<file path="src/rtl/assert_macros.svh">
// ----------------------------------------------------------------------------
// Assertion macros
// Shared concurrent assertion forms for the frame builder RTL.
// ----------------------------------------------------------------------------
`ifndef ASSERT_MACROS_SVH
`define ASSERT_MACROS_SVH

// check with reset masking
`define OFB_CHECK(lbl, prop) \
  lbl: assert property (@(posedge clk) disable iff (!rst_n) prop) \
    else $error("frame builder check failed");

// check that also runs through reset
`define OFB_CHECK_NR(lbl, prop) \
  lbl: assert property (@(posedge clk) prop) \
    else $error("frame builder reset check failed");

`endif

</file>
<file path="src/rtl/ofb_pkg.sv">
// ----------------------------------------------------------------------------
// ofb_pkg
// Types, constants and helpers shared by the frame builder modules.
// ----------------------------------------------------------------------------
package ofb_pkg;

  typedef enum logic [1:0] {
    MODE_FACE  = 2'd0,
    MODE_EDGE  = 2'd1,
    MODE_VIEW  = 2'd2,
    MODE_IDENT = 2'd3
  } mode_t;

  localparam int FIFO_DEPTH = 4;
  localparam int FIFO_AW    = 2;
  localparam int SQ_STEPS   = 32;
  localparam int DIV_STEPS  = 17;
  localparam int NORM_TOP   = 30;

  localparam logic [16:0] POLE_RESET = 17'd64880;
  localparam logic [17:0] ONE_Q16    = 18'd65536;

  typedef logic [2:0][31:0] vec32_t;
  typedef logic [2:0][63:0] vec64_t;
  typedef logic [2:0][17:0] vec18_t;

  typedef struct packed {
    mode_t  mode;
    vec32_t org;
    vec32_t up;
    vec18_t a1;
  } ctx_t;

  typedef struct packed {
    ctx_t   ctx;
    vec64_t t;
  } job_t;

  typedef struct packed {
    ctx_t       ctx;
    logic [2:0] neg;
    logic       zero;
  } nsb_t;

  typedef struct packed {
    logic full;
    logic empty;
  } q_stat_t;

  function automatic logic [31:0] sx18(input logic [17:0] v);
    return {{14{v[17]}}, v};
  endfunction

endpackage

</file>
<file path="src/rtl/ofb_fifo.sv">
// ----------------------------------------------------------------------------
// ofb_fifo
// Short job queue between the request classifier and the frame pipeline.
// ----------------------------------------------------------------------------
module ofb_fifo (
  input  logic             clk,
  input  logic             rst_n,
  input  logic             push,
  input  ofb_pkg::job_t    push_job,
  input  logic             pop,
  output ofb_pkg::job_t    head,
  output ofb_pkg::q_stat_t stat
);
  import ofb_pkg::*;

  job_t               mem_r [FIFO_DEPTH];
  logic [FIFO_AW-1:0] wr_ptr_r, wr_ptr_nxt;
  logic [FIFO_AW-1:0] rd_ptr_r, rd_ptr_nxt;
  logic [FIFO_AW:0]   count_r, count_nxt;

  assign stat.full  = (count_r == (FIFO_AW+1)'(FIFO_DEPTH));
  assign stat.empty = (count_r == '0);
  assign head       = mem_r[rd_ptr_r];

  always_comb begin
    wr_ptr_nxt = wr_ptr_r + (FIFO_AW)'(push);
    rd_ptr_nxt = rd_ptr_r + (FIFO_AW)'(pop);
    count_nxt  = count_r + (FIFO_AW+1)'(push) - (FIFO_AW+1)'(pop);
  end

  always_ff @(posedge clk) begin
    if (!rst_n) begin
      wr_ptr_r <= '0;
      rd_ptr_r <= '0;
      count_r  <= '0;
    end else begin
      wr_ptr_r <= wr_ptr_nxt;
      rd_ptr_r <= rd_ptr_nxt;
      count_r  <= count_nxt;
    end
  end

  always_ff @(posedge clk) begin
    if (push) begin
      mem_r[wr_ptr_r] <= push_job;
    end
  end
endmodule

</file>
<file path="config.mk">
export PLATFORM = sky130hd
export DESIGN_NAME = ofb_fifo
export DESIGN_NICKNAME = d
export VERILOG_FILES = /design/src/rtl/assert_macros.svh /design/src/rtl/ofb_pkg.sv /design/src/rtl/ofb_fifo.sv
export SDC_FILE = /design/constraint.sdc
export NUM_CORES = 1
export LEC_CHECK = 0
export BUFFER_PORTS_ARGS = -buffer_cell sky130_fd_sc_hd__buf_2
export CORE_ASPECT_RATIO = 1.4
export CORE_MARGIN = 5
export CORE_UTILIZATION = 39
export CTS_CLUSTER_SIZE = 30
export DETAILED_ROUTE_END_ITERATION = 16
export PLACE_DENSITY = 0.71
export SLEW_MARGIN = 25
export SYNTH_ARGS = -nofsm -noshare
export SYNTH_HDL_FRONTEND = slang
export SYNTH_SLANG_ARGS = --single-unit
export TNS_END_PERCENT = 50
</file>
<file path="constraint.sdc">
create_clock -name clk -period 47.8 [get_ports clk]
set_clock_uncertainty 0.1 [all_clocks]
set_input_delay 14.34 -clock clk [delete_from_list [all_inputs] [get_ports clk]]
set_output_delay 14.34 -clock clk [all_outputs]
set_load 0.02 [all_outputs]
</file>
==> impl_summary.log <==
INFO  metric status = finished clean
INFO  metric floorplan.io_pins = 886
INFO  metric share_of_the_clock_period_used_by_the_worst_path = 0.416
INFO  metric setup_viol = 0
INFO  metric rows = 175
INFO  metric power-per-cell-area = 45.1 nW/µm²
INFO  metric syn_area = 63900 µm²
INFO  metric worst-path-max-fanout = 43
INFO  metric floorplan_die_height = 489 µm
INFO  metric total_leakage_power = 25.0 nW
INFO  metric async_reset_ff_frac = 0
INFO  metric grt_start_max_net_pins = 137
INFO  metric worst_hold_path.num_cells = 2
INFO  metric cts-buffers-inserted = 163
INFO  metric netlist.top_cell.by_area = edfxtp_1
INFO  metric cts_tree = done
INFO  metric critical_path_required = 33360 ps
INFO  metric grt_overflow = 0
INFO  metric final_common_cell = edfxtp_1
INFO  metric regArea = 53000 µm²
INFO  metric cts_hold_buffers = 0
INFO  metric layout-drive-gt1-share = 0.465
INFO  metric maxSlewHeadroom = 0.314
INFO  metric cts.sink_count = 1767
INFO  metric number_of_i_o_port_buffers = 885
INFO  metric wire_length_of_the_first_global_routing_pass = 206 mm
INFO  metric drt_pass1_iterations = 5
INFO  metric detailedPlace.worstSlack = 28230 ps
INFO  metric seqPwrFrac = 0.524
INFO  metric power_report.internal_total = 2.62 mW
INFO  metric htree_levels = 4
INFO  metric post_synth_edffs = 1760
INFO  metric netSwitchingPower = 0.805 mW
INFO  metric r2r.worst_path.cells = 6
INFO  metric floorplan.initialDensity = 0.393
INFO  metric critPathLaunchType = register
INFO  metric synth_warnings = 0
INFO  metric area_delta_synth_final = 18.9%
INFO  metric synthesis.nets = 2780
INFO  metric cts_buffer_depth = 3
INFO  metric layout.cells.most_common_list = edfxtp_1, buf_2, mux4_2
INFO  metric die_width = 352 µm
INFO  metric period_minus_slack = 19880 ps
INFO  metric worst_setup_path_end_kind = output pin
INFO  metric vdd_ir_drop_max = 0.0403 mV
INFO  metric antenna_found_initial = 89
INFO  metric synth.lib_cells_used.distinct = 19
INFO  metric fin_nets = 3777
INFO  metric maxClockFrequency = 50.3 MHz
INFO  metric timing.critical_path.arrival = 5440 ps
INFO  metric finalWirelength = 141 mm
INFO  metric postSynthAreaPerCell = 27.4 µm²
INFO  metric worst_hold_path_type = reg -> reg
INFO  metric comb_power_share = 0.109
INFO  metric antenna_violating_nets_post_route = 0
INFO  metric final_worst_setup_slack = 27920 ps
INFO  metric final_layout_setup_total_negative_slack = 0 ps
INFO  metric placed_wire_length_estimate = 93.3 mm
INFO  metric finalCoreUtilization = 0.467
INFO  metric synth.ff_latch_count = 1767
INFO  metric avgViaCountPerCell = 5.15
INFO  metric worstMarginPinSlew = 1030 ps
INFO  metric post-synth-top-area-fraction = 0.827
INFO  metric worst-setup-path-type = reg -> out
INFO  metric detailroute.via_count = 28900
INFO  metric fill_cells = 13100
INFO  metric post_drt_wl_per_cell = 25.0 µm
INFO  metric clock_insertion_delay_at_the_later_pin_of_the_skew_report = 770 ps
INFO  metric via_count_of_the_first_global_routing_pass = 30400
INFO  metric ctsRootBufferMaster = clkbuf_16
INFO  metric synth_sequential_area_ratio = 0.830
INFO  metric post_cts.resized_instances = 0
INFO  metric multiInputGateArea = 10100 µm²
INFO  metric power_frac_clock = 0.367
INFO  metric post-cts-setup-buffers = 0
INFO  metric yosys-top-cells-area = edfxtp_1, mux4_2, buf_6
INFO  metric drt_iter0_drc = 2133
INFO  metric placeableCoreArea = 163000 µm²
INFO  metric place_congestion = 0.799
INFO  metric cts.clk_slew.worst_paths = 60 ps
INFO  metric grt_usage = 0.161
INFO  metric switching_share = 0.235
INFO  metric max_cap_viol_count = 0
INFO  metric rsz0062_at_grt = false
INFO  metric syn-instance-count = 2331
INFO  metric ys_dominant_reg_cell = edfxtp_1
INFO  metric timing_max_transition_violations_final = 0
INFO  metric detail_route.drc_violations = 0
INFO  metric hold_violation_count_in_the_final_report = 0
INFO  metric fp.dieArea = 172000 µm²
INFO  metric fin_worst_hold_slack = 593 ps
==> registers in the layout, indices dropped and copies added (netlist names) <==
register / flops
count_r: 3
mem_r: 1760
wr_ptr_r: 2
rd_ptr_r: 2
==> worst max-delay path, stage by stage (launching register included) <==
cell	delay, ps
dfxtp_4	530
buf_16	290
buf_4	580
buf_4	790
buf_4	740
buf_4	750
mux4_2	600
buf_2	180
==> metrics by stage <==
stage	power, mW	cell area, µm²	std cells
after floorplan	2.12	63900	2331
after global placement	2.20	70600	5286
after detailed placement	2.21	70600	5286
after CTS	3.47	75800	5581
after global routing	3.56	75900	5588
final	3.43	76000	5618
==> synthesized netlist by cell type, drive strengths merged (2+ instances only) <==
library cell  instances
buf                  92
mux4                440
xor2                  2
edfxtp             1760
and3                  2
and2                  7
ha                    4
clkbuf                6
inv                   4
dfxtp                 7
==> path summary, 6_finish.rpt <==
path	to	slack [ps]	start
worst max-delay path	head[100]	27920	rd_ptr_r[0]
worst min-delay path	count_r[2]	590	count_r[2]
worst max register to register	mem_r[2][115]	43040	wr_ptr_r[1]
worst min register to register	count_r[2]	590	count_r[2]
==> layer usage <==
metal	routed length (µm)	GRT usage
met3	17900	0.0792
met2	68900	0.265
met4	3240	0.0441
met5	580	0
met1	49900	0.189
==> layout make-up <==
class / instances / share of cell area
Clock inverter: 105 / 0.0130
Timing Repair Buffer: 930 / 0.0639
Sequential cell: 1767 / 0.698
Antenna cell: 36 / 0.00119
Inverter: 4 / 0.000198
Tap cell: 2124 / 0.0350
Multi-Input combinational cell: 462 / 0.133
Clock buffer: 190 / 0.0556
==> power by group through the flow <==
stage / Combinational [mW] / Sequential (mW) / Clock, mW
floorplan: 0.238 / 1.88 / 0
global placement: 0.375 / 1.83 / 0
detailed placement: 0.378 / 1.83 / 0
CTS: 0.380 / 1.80 / 1.29
global route: 0.399 / 1.80 / 1.36
finish: 0.373 / 1.80 / 1.26
==> cells by family (layout without fill, tap and decap cells) <==
group | count (synthesis) | after routing | synth area share
xor+xnor | 3 | 3 | 0.000627
simple gates | 14 | 14 | 0.00133
other cells | 0 | 36 | 0
buf+inv | 102 | 1229 | 0.0122
fa+ha+maj | 5 | 5 | 0.00110
mux | 440 | 440 | 0.155
flops | 1767 | 1767 | 0.830
Power figures use the tool's default switching activity.
