===== config.mk =====
export PLATFORM = sky130hd
export DESIGN_NAME = ofb_front_flat
export DESIGN_NICKNAME = d
export VERILOG_FILES = /design/src/rtl/assert_macros.svh /design/src/rtl/ofb_pkg.sv /design/src/rtl/ofb_if.sv /design/src/rtl/ofb_front.sv /design/src/flat_wrapper.sv
export SDC_FILE = /design/constraint.sdc
export NUM_CORES = 1
export LEC_CHECK = 0
export ABC_AREA = 1
export ABC_CLOCK_PERIOD_IN_PS = 3650
export BUFFER_PORTS_ARGS = -buffer_cell sky130_fd_sc_hd__buf_2
export CELL_PAD_IN_SITES_DETAIL_PLACEMENT = 2
export CELL_PAD_IN_SITES_GLOBAL_PLACEMENT = 2
export CORE_AREA = 2 2 288 290
export DETAILED_ROUTE_END_ITERATION = 8
export DIE_AREA = 0 0 290 292
export MAX_ROUTING_LAYER = met4
export PLACE_DENSITY_LB_ADDON = 0.1
export SYNTH_ARGS = -nofsm -noshare
export SYNTH_HDL_FRONTEND = slang
export SYNTH_SLANG_ARGS = --single-unit

===== constraint.sdc =====
create_clock -name vclk -period 3.65
set_input_delay 0.1825 -clock vclk [all_inputs]
set_output_delay 0.1825 -clock vclk [all_outputs]
set_load 0.01 [all_outputs]

===== src/rtl/assert_macros.svh =====
// ----------------------------------------------------------------------------
// Assertion macros
// Shared concurrent assertion forms for the frame builder RTL.
// ----------------------------------------------------------------------------
`ifndef ASSERT_MACROS_SVH
`define ASSERT_MACROS_SVH

// check with reset masking
`define OFB_CHECK(lbl, prop) \
  lbl: assert property (@(posedge clk) disable iff (!rst_n) prop) \
    else $error("frame builder check failed");

// check that also runs through reset
`define OFB_CHECK_NR(lbl, prop) \
  lbl: assert property (@(posedge clk) prop) \
    else $error("frame builder reset check failed");

`endif


===== src/rtl/ofb_pkg.sv =====
// ----------------------------------------------------------------------------
// ofb_pkg
// Types, constants and helpers shared by the frame builder modules.
// ----------------------------------------------------------------------------
package ofb_pkg;

  typedef enum logic [1:0] {
    MODE_FACE  = 2'd0,
    MODE_EDGE  = 2'd1,
    MODE_VIEW  = 2'd2,
    MODE_IDENT = 2'd3
  } mode_t;

  localparam int FIFO_DEPTH = 4;
  localparam int FIFO_AW    = 2;
  localparam int SQ_STEPS   = 32;
  localparam int DIV_STEPS  = 17;
  localparam int NORM_TOP   = 30;

  localparam logic [16:0] POLE_RESET = 17'd64880;
  localparam logic [17:0] ONE_Q16    = 18'd65536;

  typedef logic [2:0][31:0] vec32_t;
  typedef logic [2:0][63:0] vec64_t;
  typedef logic [2:0][17:0] vec18_t;

  typedef struct packed {
    mode_t  mode;
    vec32_t org;
    vec32_t up;
    vec18_t a1;
  } ctx_t;

  typedef struct packed {
    ctx_t   ctx;
    vec64_t t;
  } job_t;

  typedef struct packed {
    ctx_t       ctx;
    logic [2:0] neg;
    logic       zero;
  } nsb_t;

  typedef struct packed {
    logic full;
    logic empty;
  } q_stat_t;

  function automatic logic [31:0] sx18(input logic [17:0] v);
    return {{14{v[17]}}, v};
  endfunction

endpackage


===== src/rtl/ofb_if.sv =====
// ----------------------------------------------------------------------------
// ofb_if
// Valid/ready channels for frame requests and finished frames.
// ----------------------------------------------------------------------------
interface ofb_in_if;
  logic               valid;
  logic               ready;
  logic        [1:0]  mode;
  logic signed [31:0] first_x;
  logic signed [31:0] first_y;
  logic signed [31:0] first_z;
  logic signed [31:0] second_x;
  logic signed [31:0] second_y;
  logic signed [31:0] second_z;
  logic signed [31:0] up_x;
  logic signed [31:0] up_y;
  logic signed [31:0] up_z;

  modport source (output valid, mode, first_x, first_y, first_z, second_x, second_y,
                  second_z, up_x, up_y, up_z, input ready);
  modport sink   (input valid, mode, first_x, first_y, first_z, second_x, second_y,
                  second_z, up_x, up_y, up_z, output ready);
endinterface



===== src/rtl/ofb_front.sv =====
// ----------------------------------------------------------------------------
// ofb_front
// Accepts frame requests, picks the origin and the first direction per mode.
// ----------------------------------------------------------------------------
module ofb_front (
  ofb_in_if.sink           in_chan,
  input  ofb_pkg::q_stat_t stat,
  output logic             push,
  output ofb_pkg::job_t    push_job
);
  import ofb_pkg::*;

  logic signed [63:0] dx, dy, dz;
  mode_t              mode;

  assign in_chan.ready = !stat.full;
  assign push          = in_chan.valid && !stat.full;
  assign mode          = mode_t'(in_chan.mode);

  assign dx = 64'(in_chan.second_x) - 64'(in_chan.first_x);
  assign dy = 64'(in_chan.second_y) - 64'(in_chan.first_y);
  assign dz = 64'(in_chan.second_z) - 64'(in_chan.first_z);

  always_comb begin
    push_job.ctx.mode = mode;
    push_job.ctx.up   = {in_chan.up_z, in_chan.up_y, in_chan.up_x};
    push_job.ctx.a1   = '0;
    push_job.ctx.org  = {in_chan.first_z, in_chan.first_y, in_chan.first_x};
    push_job.t        = '0;
    case (mode)
      MODE_FACE: begin
        push_job.ctx.org = {in_chan.second_z, in_chan.second_y, in_chan.second_x};
        push_job.t = {64'(in_chan.first_z), 64'(in_chan.first_y), 64'(in_chan.first_x)};
      end
      MODE_EDGE: begin
        push_job.t = {dz, dy, dx};
      end
      MODE_VIEW: begin
        push_job.ctx.org = {in_chan.second_z, in_chan.second_y, in_chan.second_x};
        push_job.t = {dz, dy, dx};
      end
      default: begin
        push_job.t = '0;
      end
    endcase
  end
endmodule


===== src/flat_wrapper.sv =====
// flat-port wrapper written by rule: the top's interface ports become plain ports
module ofb_front_flat import ofb_pkg::*;
  (stat, push, push_job, in_chan_valid, in_chan_mode, in_chan_first_x, in_chan_first_y, in_chan_first_z, in_chan_second_x, in_chan_second_y, in_chan_second_z, in_chan_up_x, in_chan_up_y, in_chan_up_z, in_chan_ready);
  ofb_in_if in_chan_i ();
  input  ofb_pkg::q_stat_t stat;
  output logic push;
  output ofb_pkg::job_t push_job;
  input wire logic [$bits(in_chan_i.valid)-1:0] in_chan_valid;
  input wire logic [$bits(in_chan_i.mode)-1:0] in_chan_mode;
  input wire logic [$bits(in_chan_i.first_x)-1:0] in_chan_first_x;
  input wire logic [$bits(in_chan_i.first_y)-1:0] in_chan_first_y;
  input wire logic [$bits(in_chan_i.first_z)-1:0] in_chan_first_z;
  input wire logic [$bits(in_chan_i.second_x)-1:0] in_chan_second_x;
  input wire logic [$bits(in_chan_i.second_y)-1:0] in_chan_second_y;
  input wire logic [$bits(in_chan_i.second_z)-1:0] in_chan_second_z;
  input wire logic [$bits(in_chan_i.up_x)-1:0] in_chan_up_x;
  input wire logic [$bits(in_chan_i.up_y)-1:0] in_chan_up_y;
  input wire logic [$bits(in_chan_i.up_z)-1:0] in_chan_up_z;
  output wire logic [$bits(in_chan_i.ready)-1:0] in_chan_ready;
  assign in_chan_i.valid = in_chan_valid;
  assign in_chan_i.mode = in_chan_mode;
  assign in_chan_i.first_x = in_chan_first_x;
  assign in_chan_i.first_y = in_chan_first_y;
  assign in_chan_i.first_z = in_chan_first_z;
  assign in_chan_i.second_x = in_chan_second_x;
  assign in_chan_i.second_y = in_chan_second_y;
  assign in_chan_i.second_z = in_chan_second_z;
  assign in_chan_i.up_x = in_chan_up_x;
  assign in_chan_i.up_y = in_chan_up_y;
  assign in_chan_i.up_z = in_chan_up_z;
  assign in_chan_ready = in_chan_i.ready;
  ofb_front u_core (.in_chan(in_chan_i), .stat(stat), .push(push), .push_job(push_job));
endmodule

==> impl_metrics.json <==
{
  "grt_pass1_wl_mm": 99.3,
  "yosysWarnings": 0,
  "finalMaxSlewViolations": 0,
  "grt_pass1_vias": 16500,
  "grt_max_degree": 87,
  "dp_hpwl_mm": 59.0,
  "syn_inst": 2436,
  "design.seq.count": 0,
  "critPathRequiredTime_ps": 3470,
  "ys_types": 31,
  "cts_resized": 0,
  "die_area_um2": 84700,
  "antenna_found_initial": 3,
  "fp.coreArea_um2": 81600,
  "syn_avg_cell_area_um2": 4.96,
  "rows": 105,
  "yosysMostFrequentCell": "nand2_1",
  "io_buffers": 488,
  "fmax_ghz": 0.342,
  "hold_violations": 0,
  "pwr-share-comb": 1.000,
  "internal-power_mw": 0.877,
  "die_x_um": 290,
  "power.density_nw_per_um2": 182,
  "fin_util": 0.174,
  "antenna_left": 0,
  "setup_viol_count_final": 0,
  "hold_depth": 0,
  "area.sequential_um2": 0,
  "netlist_top_cells_area": "nand2_1 (28%), buf_4 (15%), inv_1 (15%), ha_1 (10%), a21oi_1 (6.4%)",
  "worstHoldPathType": "input pin to output port",
  "critPathArrivalTime_ps": 2740,
  "cp-end-kind": "output port",
  "fin_cells": 3770,
  "ir_drop_mv": 0.0557,
  "max_cap_viol_count": 0,
  "rsz0062_at_grt": "no",
  "min_period_ps": 2920,
  "ctsHoldBuffers": 0,
  "yosys.area.top_type_share": 0.277,
  "relSlewSlack": 0.415,
  "switchingPower_mw": 1.71,
  "post-place-cells": 3768,
  "clock_power_share": 0,
  "clkbuf_count": 0,
  "setup_tns_ps": 0,
  "critPathMaxFanout": 32,
  "nets": 3095,
  "cts_setup_buffers": 0,
  "worstMarginPinSlew_ps": 877,
  "drt-pass1-iter-count": 4,
  "synthToLayoutAreaGrowth_pct": 17.3,
  "drive_gt1_frac": 0.216,
  "hold_end": "push_job[293]",
  "routabilityCongestion": 0.821,
  "path_class": "input pin to output port",
  "grtUsageTotal": 0.152,
  "drtIter0Drc": 418,
  "dr_total_vias": 15100,
  "switching_share": 0.660,
  "start_kind": "input pin",
  "fp.dieH_um": 292,
  "ys_seq_area_frac": 0,
  "hold_start": "in_chan_up_y[15]",
  "drt-total-wl_mm": 65.5,
  "io_pins": 735,
  "routedWlPerCell_um": 17.4,
  "grt_overflow": 0,
  "yosysTopAreaCell": "nand2_1",
  "multi_input_area_um2": 8430,
  "start_util": 0.148,
  "nFillCells": 10300,
  "placed_area_um2": 14200,
  "p_seq_frac": 0,
  "drc": 0,
  "syn_area_um2": 12100,
  "post-route-period-util": 0.801,
  "status": "finished, final reports clean",
  "routed_via_density": 4.01,
  "synth_commonest_cells": "nand2_1 (892), inv_1 (470), buf_4 (246)",
  "stdcell_area_um2": 14200,
  "power_mw": 2.58,
  "power_leakage_nw": 8.93
}
[area by class of cell]
type | instances | area share
Inverter | 471 | 0.125
Tap cell | 1070 | 0.0945
Timing Repair Buffer | 507 | 0.185
Antenna cell | 2 | 0.000353
Multi-Input combinational cell | 1720 | 0.595
[power by group through the flow]
stage / clock, mW / sequential [mW] / combinational, mW
floorplan: 0 / 0 / 1.83
global placement: 0 / 0 / 2.63
detailed placement: 0 / 0 / 2.66
CTS: 0 / 0 / 2.67
global route: 0.0000000734 / 0 / 2.93
finish: 0.0000000735 / 0 / 2.58
[routing by layer]
layer / global-route usage / share of wire / vias to the layer above
met3: 0.0107 / 0.037 / 51
li1: - / - / 7626
met5: - / 0 / -
met4: 0.0175 / 0.013 / 0
met1: 0.197 / 0.47 / 7100
met2: 0.268 / 0.48 / 333
[through the flow]
stage	hold WS, ps	setup slack, ps
after floorplan	409	391
after global placement	365	758
after detailed placement	365	697
after CTS	365	692
after global routing	365	468
final	365	727
[worst max-delay path, stage by stage]
cell	delay, ps
buf_2	80
inv_1	40
ha_1	240
fa_1	530
inv_1	170
nand2_1	90
nand2_1	110
nand3_1	70
nand2_1	120
nand2_1	80
nand2_2	130
nand2_2	70
nand3_1	70
nand3_1	100
a21oi_2	170
buf_4	280
buf_2	180
[cell families (layout without fill, tap and decap cells)]
group | count (synthesis) | count (layout) | synth area share
AO/OA/AOI/OAI | 326 | 326 | 0.145
buffers and inverters | 769 | 978 | 0.321
adder cells (fa/ha/maj) | 102 | 102 | 0.108
other | 1 | 56 | 0.000310
AND/OR/NAND/NOR | 1238 | 1238 | 0.426
[worst max path at each step]
stage	startpoint	endpoint	depth (start not counted)
after floorplan	in_chan_second_z[0]	push_job[161]	15
after global placement	in_chan_second_x[0]	push_job[43]	17
after detailed placement	in_chan_second_x[0]	push_job[51]	17
after CTS	in_chan_second_x[0]	push_job[51]	17
after global routing	in_chan_second_x[0]	push_job[35]	17
final	in_chan_second_x[0]	push_job[53]	17
[cells in the final DEF, fill, tap and decap left out, drive strengths merged]
cell type	n
a21boi	31
a21o	3
a21oi	159
and2	8
buf	507
conb	54
diode	2
fa	3
ha	99
inv	471
nand2	923
nand3	131
nand3b	15
nand4	9
nor2	127
nor3	8
o21ai	124
o21bai	9
or2	17
No activity file was read; power rests on OpenSTA's default activity.
